==> src/hdl/ps2md_pkg.sv <==
// Shared constants and types for the PS/2 mouse packet decoder.
package ps2md_pkg;

    localparam int COORD_BITS = 12;
    localparam int CFG_INDEX_BITS = 2;

    localparam logic [COORD_BITS-1:0] MAX_X_RESET = COORD_BITS'(1024);
    localparam logic [COORD_BITS-1:0] MAX_Y_RESET = COORD_BITS'(768);
    localparam logic [COORD_BITS-1:0] CURSOR_X_RESET = COORD_BITS'(512);
    localparam logic [COORD_BITS-1:0] CURSOR_Y_RESET = COORD_BITS'(384);

    localparam logic [CFG_INDEX_BITS-1:0] REG_MAX_X = CFG_INDEX_BITS'(0);
    localparam logic [CFG_INDEX_BITS-1:0] REG_MAX_Y = CFG_INDEX_BITS'(1);

    localparam logic [7:0] RESYNC_LEAD = 8'h0C;
    localparam logic [7:0] RESYNC_ZERO = 8'h00;

    localparam int BIT_LEFT = 0;
    localparam int BIT_RIGHT = 1;
    localparam int BIT_X_SIGN = 4;
    localparam int BIT_Y_SIGN = 5;

    typedef enum logic [1:0] {
        SLOT_HEADER = 2'd0,
        SLOT_X      = 2'd1,
        SLOT_Y      = 2'd2,
        SLOT_DONE   = 2'd3
    } slot_t;

    typedef enum logic [1:0] {
        RS_IDLE = 2'd0,
        RS_C    = 2'd1,
        RS_C0   = 2'd2
    } resync_t;

endpackage

==> src/hdl/ps2_mouse_packet_decoder.sv <==
// Top level of the PS/2 mouse packet decoder.
//
// Input channel: one mouse byte per transfer on rx_byte (in_valid / in_stall).
// Bytes are framed in threes: header (buttons, sign bits), X delta, Y delta.
// Output channel: after the third byte of a frame one transfer carries the
// clamped cursor position and the press and release edges of both buttons.
// The sequence 0x0C 0x00 0x00 restarts framing and produces no transfer.
// Config channel: cfg_index 0 writes max_x, 1 writes max_y; other indexes
// are ignored. cfg_ready is always high; write only while the block is idle.
// Latency: a result is valid the cycle after its third byte is accepted.
// Throughput: one byte per cycle, set by the single output register; a byte
// is accepted whenever that register is empty or being taken in that cycle.
// When the receiver stalls with a result pending, in_stall rises and the
// result holds until taken.
// Reset: max_x 1024, max_y 768, cursor at 512/384, buttons released,
// framing at the header byte, no result pending.
module ps2_mouse_packet_decoder
    import ps2md_pkg::*;
(
    input  logic                      clk,
    input  logic                      rst_n,

    input  logic                      in_valid,
    output logic                      in_stall,
    input  logic [7:0]                rx_byte,

    output logic                      out_valid,
    input  logic                      out_stall,
    output logic [COORD_BITS-1:0]     pos_x,
    output logic [COORD_BITS-1:0]     pos_y,
    output logic                      left_press,
    output logic                      left_release,
    output logic                      right_press,
    output logic                      right_release,

    input  logic                      cfg_valid,
    output logic                      cfg_ready,
    input  logic [CFG_INDEX_BITS-1:0] cfg_index,
    input  logic [COORD_BITS-1:0]     cfg_data
);

    logic [COORD_BITS-1:0] max_x_reg;
    logic [COORD_BITS-1:0] max_y_reg;
    slot_t                 slot_reg, slot_next;
    resync_t               resync_reg, resync_next;
    logic                  left_now_reg, right_now_reg;
    logic                  x_neg_reg, y_neg_reg;
    logic                  left_held_reg, right_held_reg;
    logic [COORD_BITS-1:0] cursor_x_reg, cursor_x_next;
    logic [COORD_BITS-1:0] cursor_y_reg, cursor_y_next;

    logic                  out_valid_reg;
    logic [COORD_BITS-1:0] pos_x_reg, pos_y_reg;
    logic                  lp_reg, lr_reg, rp_reg, rr_reg;

    logic                  in_accept;
    logic                  matched;
    logic                  emit;
    logic                  lp, lr, rp, rr;
    logic [COORD_BITS-1:0] step_x, step_y;

    assign cfg_ready = 1'b1;
    assign in_stall  = out_valid_reg && out_stall;
    assign in_accept = in_valid && !in_stall;

    ps2md_axis u_axis_x (
        .cur        (cursor_x_reg),
        .delta_lo   (rx_byte),
        .delta_neg  (x_neg_reg),
        .subtract   (1'b0),
        .max_coord  (max_x_reg),
        .next_coord (step_x)
    );

    ps2md_axis u_axis_y (
        .cur        (cursor_y_reg),
        .delta_lo   (rx_byte),
        .delta_neg  (y_neg_reg),
        .subtract   (1'b1),
        .max_coord  (max_y_reg),
        .next_coord (step_y)
    );

    assign matched = (resync_reg == RS_C0) && (rx_byte == RESYNC_ZERO);
    assign emit    = (slot_reg == SLOT_Y) && !matched;

    always_comb
    begin
        if (resync_reg == RS_C && rx_byte == RESYNC_ZERO)
            resync_next = RS_C0;
        else if (matched)
            resync_next = RS_IDLE;
        else if (rx_byte == RESYNC_LEAD)
            resync_next = RS_C;
        else
            resync_next = RS_IDLE;

        unique case (slot_reg)
            SLOT_HEADER: slot_next = SLOT_X;
            SLOT_X:      slot_next = SLOT_Y;
            default:     slot_next = SLOT_HEADER;
        endcase
        if (matched)
            slot_next = SLOT_HEADER;

        cursor_x_next = (slot_reg == SLOT_X) ? step_x : cursor_x_reg;
        cursor_y_next = (slot_reg == SLOT_Y) ? step_y : cursor_y_reg;

        lp = !left_held_reg && left_now_reg;
        lr = left_held_reg && !left_now_reg;
        rp = !right_held_reg && right_now_reg;
        rr = right_held_reg && !right_now_reg;
    end

    always_ff @(posedge clk or negedge rst_n)
    begin
        if (!rst_n)
        begin
            max_x_reg      <= MAX_X_RESET;
            max_y_reg      <= MAX_Y_RESET;
            slot_reg       <= SLOT_HEADER;
            resync_reg     <= RS_IDLE;
            left_now_reg   <= 1'b0;
            right_now_reg  <= 1'b0;
            x_neg_reg      <= 1'b0;
            y_neg_reg      <= 1'b0;
            left_held_reg  <= 1'b0;
            right_held_reg <= 1'b0;
            cursor_x_reg   <= CURSOR_X_RESET;
            cursor_y_reg   <= CURSOR_Y_RESET;
            out_valid_reg  <= 1'b0;
        end
        else
        begin
            if (cfg_valid && cfg_ready)
            begin
                if (cfg_index == REG_MAX_X)
                    max_x_reg <= cfg_data;
                else if (cfg_index == REG_MAX_Y)
                    max_y_reg <= cfg_data;
            end

            if (in_accept)
            begin
                slot_reg     <= slot_next;
                resync_reg   <= resync_next;
                cursor_x_reg <= cursor_x_next;
                cursor_y_reg <= cursor_y_next;
                if (slot_reg == SLOT_HEADER)
                begin
                    left_now_reg  <= rx_byte[BIT_LEFT];
                    right_now_reg <= rx_byte[BIT_RIGHT];
                    x_neg_reg     <= rx_byte[BIT_X_SIGN];
                    y_neg_reg     <= rx_byte[BIT_Y_SIGN];
                end
                if (emit)
                begin
                    left_held_reg  <= left_now_reg;
                    right_held_reg <= right_now_reg;
                end
            end

            if (in_accept && emit)
                out_valid_reg <= 1'b1;
            else if (!out_stall)
                out_valid_reg <= 1'b0;
        end
    end

    // result payload
    always_ff @(posedge clk)
    begin
        if (in_accept && emit)
        begin
            pos_x_reg <= cursor_x_next;
            pos_y_reg <= cursor_y_next;
            lp_reg    <= lp;
            lr_reg    <= lr;
            rp_reg    <= rp;
            rr_reg    <= rr;
        end
    end

    assign out_valid     = out_valid_reg;
    assign pos_x         = pos_x_reg;
    assign pos_y         = pos_y_reg;
    assign left_press    = lp_reg;
    assign left_release  = lr_reg;
    assign right_press   = rp_reg;
    assign right_release = rr_reg;

`ifndef SYNTH
    a_emit_after_y: assert property (@(posedge clk) disable iff (!rst_n)
        (in_accept && emit) |=> out_valid_reg)
        else $error("third byte accepted without result");

    a_resync_restart: assert property (@(posedge clk) disable iff (!rst_n)
        (in_accept && matched) |=> (slot_reg == SLOT_HEADER && resync_reg == RS_IDLE))
        else $error("resync match did not restart framing");

    a_edge_exclusive: assert property (@(posedge clk) disable iff (!rst_n)
        out_valid_reg |-> !((lp_reg && lr_reg) || (rp_reg && rr_reg)))
        else $error("press and release of one button in one result");

    a_drain: assert property (@(posedge clk) disable iff (!rst_n)
        (out_valid_reg && !out_stall && !in_accept) |=> !out_valid_reg)
        else $error("result repeated after transfer");

    a_slot_range: assert property (@(posedge clk) disable iff (!rst_n)
        in_accept |=> slot_reg != SLOT_DONE)
        else $error("frame slot overran");
`endif

endmodule

==> src/hdl/ps2md_axis.sv <==
// One cursor axis: adds or subtracts a 9-bit signed delta and clamps to 0..max.
module ps2md_axis
    import ps2md_pkg::*;
(
    input  logic [COORD_BITS-1:0] cur,
    input  logic [7:0]            delta_lo,
    input  logic                  delta_neg,
    input  logic                  subtract,
    input  logic [COORD_BITS-1:0] max_coord,
    output logic [COORD_BITS-1:0] next_coord
);

    logic signed [COORD_BITS+1:0] cur_ext;
    logic signed [COORD_BITS+1:0] delta_ext;
    logic signed [COORD_BITS+1:0] max_ext;
    logic signed [COORD_BITS+1:0] sum;

    assign cur_ext = $signed({2'b00, cur});
    assign max_ext = $signed({2'b00, max_coord});
    assign delta_ext = $signed({{(COORD_BITS-6){delta_neg}}, delta_lo});
    assign sum = subtract ? (cur_ext - delta_ext) : (cur_ext + delta_ext);

    always_comb
    begin
        if (sum < 0)
            next_coord = '0;
        else if (sum > max_ext)
            next_coord = max_coord;
        else
            next_coord = sum[COORD_BITS-1:0];
    end

endmodule

==> config.mk <==
export PLATFORM = sky130hd
export DESIGN_NAME = ps2_mouse_packet_decoder
export DESIGN_NICKNAME = d
export VERILOG_FILES = /design/src/hdl/ps2md_pkg.sv /design/src/hdl/ps2_mouse_packet_decoder.sv /design/src/hdl/ps2md_axis.sv
export SDC_FILE = /design/constraint.sdc
export NUM_CORES = 1
export LEC_CHECK = 0
export BUFFER_PORTS_ARGS = -buffer_cell sky130_fd_sc_hd__buf_4
export CORE_ASPECT_RATIO = 1.4
export CORE_UTILIZATION = 52
export CTS_CLUSTER_SIZE = 40
export DETAILED_ROUTE_END_ITERATION = 8
export GPL_ROUTABILITY_DRIVEN = 0
export PLACE_DENSITY_LB_ADDON = 0.15
export RECOVER_POWER = 100
export SETUP_SLACK_MARGIN = 0.2
export SLEW_MARGIN = 10
export SYNTH_ARGS = -nofsm -noshare
export SYNTH_HDL_FRONTEND = slang
export SYNTH_HIERARCHICAL = 1
export SYNTH_SLANG_ARGS = --single-unit
==> constraint.sdc <==
create_clock -name clk -period 10.15 [get_ports clk]
set_clock_uncertainty 0.1 [all_clocks]
set_input_delay 1.5225 -clock clk [delete_from_list [all_inputs] [get_ports clk]]
set_output_delay 1.5225 -clock clk [all_outputs]
set_load 0.01 [all_outputs]
After elaboration in Yosys (flattened, before gate mapping)
Cells that the tools add are included.
{"block": "word_totals", "latchBits": 0, "elab_cells": 69, "reg_bits": 87, "n_memories": 0, "romBits": 0, "ram_bits": 0, "out_inout_bits": 31}
{"block": "op_classes", "reduce_logical": 23, "n_eq_ne": 7, "n_bitwise": 1, "div": 0, "n_addsub": 2, "mul": 0, "magnitude_cmp": 4, "n_shift": 0, "n_mux": 13}
{"op": "12-bit 2-to-1 mux", "n": 6}
{"op": "14-bit by 13-bit > comparator with 1-bit output", "n": 2}
{"op": "14-bit by 1-bit < comparator with 1-bit output, second input constant", "n": 2}
{"op": "13-bit by 9-bit adder with 14-bit output", "n": 1}
{"op": "13-bit by 9-bit subtractor with 14-bit output", "n": 1}
{"op": "1-bit logical AND", "n": 10}
{"op": "8-bit by 4-bit equality test with 1-bit output, second input constant", "n": 1}
{"op": "8-bit zero test", "n": 1}
{"op": "2-bit by 1-bit equality test with 1-bit output, second input constant", "n": 3}
{"op": "1-bit zero test", "n": 6}
{"op": "2-bit AND reduction", "n": 3}
{"op": "2-bit equality test, second input constant", "n": 2}
{"op": "2-bit zero test", "n": 2}
{"op": "1-bit 2-to-1 mux", "n": 4}
{"op": "2-bit 2-to-1 mux", "n": 2}
{"op": "2-bit one-hot mux with 2 select lines", "n": 1}
{"op": "3-bit AND reduction", "n": 1}
{"op": "2-bit by 1-bit != test with 1-bit output, second input constant", "n": 1}
{"op": "1-bit NOT", "n": 1}

Longest topological paths before layout
Gate-level depths: netlist of the first run.
{"block": "depth", "word_depth": 6, "ltp_mapped": 22, "ltp_nobuf": 21}

Hierarchy
The synthesis of the first run kept the hierarchy.
{"mod": "ps2_mouse_packet_decoder", "area_each_um2": 3468.3, "n_inst": 1, "cells_each": 207}
{"mod": "ps2md_axis at u_axis_x", "area_each_um2": 1436.4, "n_inst": 1, "cells_each": 192}
{"mod": "ps2md_axis at u_axis_y", "area_each_um2": 1386.3, "n_inst": 1, "cells_each": 188}

Worst setup path before layout of the first run
OpenSTA, ideal clock, no wires.
{"block": "synth_path", "kind": "input to register", "start": "input rx_byte[1]", "end": "register pos_x_reg[9] (netlist: pos_x[9]) (data pin)", "path_stages": 19, "setup_time_ns": 0.260, "required_time_ns": 9.790, "t_arrival_ns": 5.478, "n_path_buf": 1, "setup_slack_ns": 4.312, "cell_sequence": "or4_1 -> nor2_1 -> nor2_1 -> xnor2_1 -> ha_1 -> or2_2 -> a21oi_1 -> a21oi_1 -> o311ai_0 -> ha_1 -> nand4_2 -> or3_4 -> o311ai_4 -> nand3_1 -> mux2i_2 -> buf_6 -> mux2i_1 -> nor2_2 -> mux2_2"}
{"block": "synth_via", "elab_chain_cells": 5, "elab_cells_between_ends": 6, "classes_between": "1 x add/sub; 2 x order compare; 3 x mux"}
{"item": "start, declared", "line": "ps2_mouse_packet_decoder.sv:25", "source": "input logic [7:0] rx_byte,"}
{"item": "13-bit by 9-bit adder with 14-bit output (*)", "line": "ps2md_axis.sv:21", "source": "assign sum = subtract ? (cur_ext - delta_ext) : (cur_ext + delta_ext);"}
{"item": "14-bit by 13-bit > comparator with 1-bit output", "line": "ps2md_axis.sv:27", "source": "else if (sum > max_ext)"}
{"item": "12-bit 2-to-1 mux", "line": "ps2md_axis.sv:27"}
{"item": "12-bit 2-to-1 mux (*)", "line": "ps2md_axis.sv:25", "source": "if (sum < 0)"}
{"item": "via step_x[9]", "line": "ps2_mouse_packet_decoder.sv:60", "source": "logic [COORD_BITS-1:0] step_x, step_y;"}
{"item": "12-bit 2-to-1 mux (*)", "line": "ps2_mouse_packet_decoder.sv:106", "source": "cursor_x_next = (slot_reg == SLOT_X) ? step_x : cursor_x_reg;"}
{"item": "via cursor_x_next[9]", "line": "ps2_mouse_packet_decoder.sv:49", "source": "logic [COORD_BITS-1:0] cursor_x_reg, cursor_x_next;"}
{"item": "end signal, assigned", "line": "ps2_mouse_packet_decoder.sv:175", "source": "pos_x_reg <= cursor_x_next;"}
{"item": "end, declared", "line": "ps2_mouse_packet_decoder.sv:53", "source": "logic [COORD_BITS-1:0] pos_x_reg, pos_y_reg;"}
Mark *: on every way through the listed nets, which the timed path passes. The rest lies on a longest branch.
A chain may end at the register's enable or synchronous reset.

Worst setup path after layout of the first run
{"block": "layout_path", "start": "input rx_byte[0]", "end": "register pos_x_reg[11] (netlist: pos_x[11]) (data pin)"}
Same word-level chain as after synthesis.

==> impl_metrics.toml, run 1 <==
[timing]
slew_headroom = -1.24
setup_viol = 0
final.setup.tns_ps = 0
hold_viol = 0
drv_slew = 73
fin_crit_ps = 7550
worst_slew_pin_slew_ps = 3360
max_freq_mhz = 132
timing.final.crit_share = 0.744
rsz0062_at_grt = "no"
hold-worst-slack_ps = 391

[grt]
grt_max_degree = 60
grt_pass1_wl_um = 24100
track_usage = 0.251
first_global_vias = 4830
overflow = 0
antenna_found_initial = 0

[route]
dr_total_vias = 4647
post_drt_via_cell_ratio = 5.82
wl_um = 14600
firstDrtPassIters = 5
drt_iter0_drc = 305
wl_per_cell_um = 18.2
drc = 0
detail-route-antenna-nets = 0

[yosys]
syn_area_um2 = 6290
synth_edf_count = 28
syn_inst = 587
synth_area_leaders = "dfrtp_1 21%, edfxtp_1 13%, mux2_2 11%"
ys_warn_count = 6
avgSynthCellArea_um2 = 10.7
ys_ff_latch = 87
async_flop_share = 0.678
ys_types = 84
synth_top_area_share = 0.211
ys_seq_area_frac = 0.370
synth.most_common_cell = "mux2_2"
netlist_top_cells_count = "64 x mux2_2, 53 x dfrtp_1, 52 x nor2_1"
synthFlopType = "dfrtp_1"
synth_top_area_cell = "dfrtp_1"

[power]
power_density_nw_per_um2 = 340
internal_power_w = 0.00135
power_frac_seq = 0.244
sw_frac_of_total = 0.429
total_power_w = 0.00236
pwr-share-comb = 0.603
switchingPower_w = 0.00101
irDropWorstVdd_mv = 0.194
clockPowerShare = 0.153
p_leak_nw = 3.10

[die]
dieHeight_um = 132
pin_count = 58
die-width_um = 95.0
die-area_um2 = 12500
core_area_um2 = 11800
start_util = 0.532
rows = 47

[clock_network]
clkSinkCount = 87
cts-root-buf = "clkbuf_16"
cts_hold_buf = 0
cts_tree = "done"
clockBufferDepth = 2
clk_pin_slew_ps = 70
cts_buffers = 9
clock_latency_ps = 350
ctsResizeCount = 0
htree_levels = 3
cts_setup_buffers = 0

[job]
max-cap-violations = 2

[setup_path]
start_kind = "input port"
arrival_ps = 7540
crit_path_end = "pos_x[11]"
cp-end-kind = "flop"
worstSetupPathType = "input port to flop"
rrSetupSlack_ps = 4420
cp-startpoint = "rx_byte[0]"
rr_startpoint = "cursor_x_reg[0]"
rr_endpoint = "pos_x[11]"
worst-path-max-fanout = 12
r2r_cells = 17
worstPathRequired_ps = 10140

[hold_path]
min_path_cells = 1
hold_class = "flop to flop"

[final_layout]
antenna_cells = 0
final_area_um2 = 6950
drive_gt1_frac = 0.198
area_growth_syn_to_layout_pct = 10.5
fin_cells = 798
nets = 725
fillers = 1026

[run_status]
outcome = "finished with violations"
violations = "max-capacitance violations, max-slew violations"

[placement]
dpl-instance-area_um2 = 6820
place_inst = 782
port-buffer-count = 56
dp_hpwl_um = 11100
## power by group through the flow
stage / sequential, W / combinational (W) / clock, W
2_1_floorplan: 0.000561 / 0.00118 / 0
5_1_grt: 0.000589 / 0.00159 / 0.000384
3_3_place_gp: 0.000581 / 0.00142 / 0
6_report: 0.000575 / 0.00142 / 0.000361
4_1_cts: 0.000578 / 0.00147 / 0.000370
3_5_place_dp: 0.000583 / 0.00146 / 0
## how the worst min path moves through the flow
stage	from	to	slack (ps)
2_1_floorplan	resync_reg[1]	resync_reg[1]	350
3_3_place_gp	resync_reg[1]	resync_reg[1]	370
3_5_place_dp	resync_reg[1]	resync_reg[1]	390
4_1_cts	resync_reg[1]	resync_reg[1]	400
5_1_grt	resync_reg[1]	resync_reg[1]	440
6_report	resync_reg[1]	resync_reg[1]	390
## logic make-up (layout without fill, tap and decap cells)
| group | Yosys count | count (layout) | share of synthesized area |
|---|---|---|---|
| mux | 110 | 110 | 0.195 |
| buf+inv | 59 | 118 | 0.0428 |
| simple gates | 144 | 144 | 0.123 |
| compound gates | 106 | 106 | 0.125 |
| other cells | 2 | 7 | 0.00119 |
| xor+xnor | 27 | 27 | 0.0376 |
| flops | 87 | 87 | 0.370 |
| fa+ha+maj | 52 | 52 | 0.106 |
## metal layers
layer | track usage | routed length [µm]
met5 | 0 | 0
met4 | 0.0976 | 478
met3 | 0.0392 | 484
met2 | 0.456 | 7720
met1 | 0.288 | 5870
## worst max-delay path, stage by stage
cell      delay, ps
clkbuf_1        240
or4_1           610
nor2_1          140
nor2_1           80
xnor2_1         240
ha_1            340
or2_2           350
a21oi_1         240
a21oi_1         100
o311ai_0        590
ha_1            220
nand4_1         150
or3_1           450
o311ai_0        160
nand3b_1        120
mux2i_1        1260
mux2i_1         330
nor2_1           80
mux2_2          310
## metrics by stage
stage	util	worst slack, ps
2_1_floorplan	-	4310
3_3_place_gp	0.577	3010
3_5_place_dp	0.577	3030
4_1_cts	0.606	3320
5_1_grt	0.588	2230
6_report	0.588	2600
## cells in the final DEF, fill, tap and decap left out, types with 6 or more instances in the layout
| master | Yosys | final |
|---|---|---|
| dfstp_2 | 6 | 6 |
| a21o_1 | 6 | 6 |
| edfxtp_1 | 28 | 28 |
| xnor2_1 | 23 | 23 |
| clkbuf_16 | 0 | 12 |
| nand4_1 | 5 | 6 |
| mux2_1 | 10 | 16 |
| a31oi_1 | 7 | 7 |
| nor3_1 | 8 | 8 |
| inv_1 | 45 | 45 |
| mux2i_1 | 29 | 30 |
| o21ai_0 | 14 | 14 |
| nand3_1 | 8 | 9 |
| buf_4 | 1 | 23 |
| nor2_1 | 52 | 52 |
| nor2b_1 | 12 | 12 |
| mux2_2 | 64 | 63 |
| clkbuf_1 | 1 | 32 |
| conb_1 | 2 | 7 |
| a21oi_1 | 28 | 28 |
| ha_1 | 50 | 50 |
| nand2_1 | 23 | 25 |
| o21a_1 | 8 | 8 |
| dfrtp_1 | 53 | 53 |
## layout make-up
| type | instances | area [µm²] | area share |
|---|---|---|---|
| clock inverter | 4 | 37.5 | 0.00540 |
| clock buffer | 12 | 300 | 0.0432 |
| tap | 147 | 184 | 0.0265 |
| inverter | 45 | 169 | 0.0243 |
| timing repair buffer | 57 | 308 | 0.0443 |
| multi-input combinational | 446 | 3630 | 0.522 |
| sequential | 87 | 2320 | 0.334 |
Note: power is estimated with default switching activity, not from simulation.
==> run 2, diff against run 1 <==
- ABC_AREA: unset -> 1
- clock period: 10.15 -> 6.9 ns (I/O delays scaled with it)
==> run 2 against run 1 <==
The run still ends with max-capacitance violations, max-slew violations left. Clock power is 25% higher. Flip-flop and latch count unchanged. Routed wire length rose by 8.6%. Count of clock-buffer cells in the layout shrank 1. Design area is 2.6% higher. Highest routed layer unchanged. Critical endpoint is now pos_y[3]. Core utilization decreased by 1.2 points. Critical path depth grew 5.
==> impl_metrics.toml, run 2 <==
[setup_path]
rrSetupSlack_ps = 2600
worst-path-max-fanout = 13
worstSetupPathType = "input port to flop"
rr_startpoint = "out_valid"
cp-end-kind = "flop"
worstPathRequired_ps = 6970
arrival_ps = 5140
start_kind = "input port"
r2r_cells = 6
rr_endpoint = "pos_y[2]"

[route]
top_layer_used = "met4"
drc = 0
drt_iter0_drc = 198
wl_met1_um = 6470
dr_total_vias = 5581
detail-route-antenna-nets = 0
wl_per_cell_um = 14.6
firstDrtPassIters = 5
wl_um = 15800
wl_met2_um = 8060
post_drt_via_cell_ratio = 5.16
dr_wl_met3_um = 582

[final_layout]
final_common_cell = "nand2_1"
fillers = 1220
most-common-layout-cells = "211 x nand2_1, 135 x inv_1, 73 x nor2_1"
nets = 1006
fin_cells = 1082
antenna_cells = 0
regArea_um2 = 2320
final_util = 0.576
multi_input_area_um2 = 3510
area_growth_syn_to_layout_pct = 7.29
drive_gt1_frac = 0.103

[grt]
antenna_found_initial = 0
first_global_vias = 5047
grt_max_degree = 60
track_usage = 0.247
overflow = 0
grt_pass1_wl_um = 25200

[placement]
dp_slack_ps = 1840
place_inst = 1066
port-buffer-count = 56
dp_hpwl_um = 12200

[clock_network]
htree_levels = 3
cts_setup_buffers = 0
ctsResizeCount = 0
clk_pin_slew_ps = 70
clkSinkCount = 87
cts_buffers = 9
cts-root-buf = "clkbuf_16"
clockBufferDepth = 2
clock_latency_ps = 340
cts_tree = "done"
cts_hold_buf = 0

[die]
die-width_um = 97.5
rows = 48
dieHeight_um = 136
die-area_um2 = 13200
core_area_um2 = 12400
pin_count = 58
start_util = 0.537

[hold_path]
min_path_cells = 2
hp-start = "resync_reg[1]"
hold_class = "flop to flop"
hold_path_end = "resync_reg[1]"

[timing]
slew_headroom = -1.24
setup_viol = 0
timing.final.crit_share = 0.734
fin_crit_ps = 5060
final.setup.tns_ps = 0
hold_viol = 0
drv_slew = 114
rsz0062_at_grt = "no"
layout_setup_ws_ps = 1840
max_freq_mhz = 198
worst_slew_pin_slew_ps = 3360

[power]
total_power_w = 0.00334
irDropWorstVdd_mv = 0.387
power_density_nw_per_um2 = 468
p_leak_nw = 3.58

[yosys]
synth_edf_count = 28
synth.most_common_cell = "nand2_1"
synth_area_leaders = "dfrtp_1 20%, edfxtp_1 13%, nand2_1 12%"
synth_top_area_cell = "dfrtp_1"
ys_ff_latch = 87
syn_area_um2 = 6650
async_flop_share = 0.678
synthFlopType = "dfrtp_1"
ys_types = 43
syn_inst = 867
ys_seq_area_frac = 0.350
synth_top_area_share = 0.200
avgSynthCellArea_um2 = 7.66
netlist_top_cells_count = "206 x nand2_1, 134 x inv_1, 68 x nor2_1"
ys_warn_count = 6

[run_status]
outcome = "finished with violations"
violations = "max-capacitance violations, max-slew violations"

[job]
max-cap-violations = 3
[run 2: changes by cell type after synthesis, moves of 12 or more]
cell	delta
xor2_1	+18
mux2_2	-64
o21ai_2	+19
nand2_1	+183
nor2_1	+16
nand3_1	+36
inv_1	+89
xnor2_1	-14
o21ai_0	+39
a21oi_1	+22
nor2b_1	-12
mux2i_1	-29
[run 2: worst max-delay path, cell delays in order]
cell	delay (ps)
clkbuf_1	220
inv_1	110
xor2_1	180
ha_1	360
a21oi_1	170
nand2_1	130
a21oi_1	230
o21ai_0	130
xor2_1	330
ha_1	320
nand2_1	70
inv_1	30
nor2_1	70
o21a_1	120
nand2_1	50
nand2_1	50
nand2_1	40
nand2_1	330
nand2_1	510
nand2_1	180
nand2_1	60
nor2_1	200
nand2_1	80
o21ai_0	100
[run 2: per-layer routing]
layer | vias to the layer above | track usage
met3 | 37 | 0.0366
met2 | 113 | 0.438
met5 | - | 0
met4 | 0 | 0.133
li1 | 2871 | -
met1 | 2560 | 0.287
[run 2: layout make-up]
| class | count | area share |
|---|---|---|
| timing repair buffer | 57 | 0.0421 |
| clock buffer | 11 | 0.0326 |
| inverter | 143 | 0.0760 |
| sequential | 87 | 0.326 |
| tap | 150 | 0.0263 |
| multi-input combinational | 629 | 0.492 |
| clock inverter | 5 | 0.00491 |
[run 2: cell families after synthesis]
family | after synthesis | share of synthesized area
flops | 87 | 0.350
xor+xnor | 31 | 0.0409
simple gates | 381 | 0.266
fa+ha+maj | 52 | 0.100
other cells | 2 | 0.00113
compound gates | 150 | 0.132
buf+inv | 164 | 0.110
[run 2: worst max path at each step]
stage | slack [ps] | start | depth (start not counted) | endpoint
final | 1840 | rx_byte[2] | 24 | pos_y[3]
after floorplan | 2630 | rx_byte[0] | 25 | pos_x[1]
after CTS | 2180 | rx_byte[0] | 25 | pos_x[2]
after detailed placement | 1840 | rx_byte[0] | 25 | pos_x[3]
after global routing | 1350 | rx_byte[2] | 24 | pos_y[3]
after global placement | 1910 | rx_byte[0] | 25 | pos_x[7]
[run 2: power by group]
part	switching, W	total [W]	internal (W)
clock network	0.000208	0.000453	0.000245
logic	0.00137	0.00209	0.000715
registers	0.0000946	0.000802	0.000707
[run 2: through the flow]
stage	hold WS, ps	area (µm²)
final	381	7130
after global routing	406	7130
after CTS	386	7390
after detailed placement	373	7120
after global placement	364	7120
after floorplan	349	6690
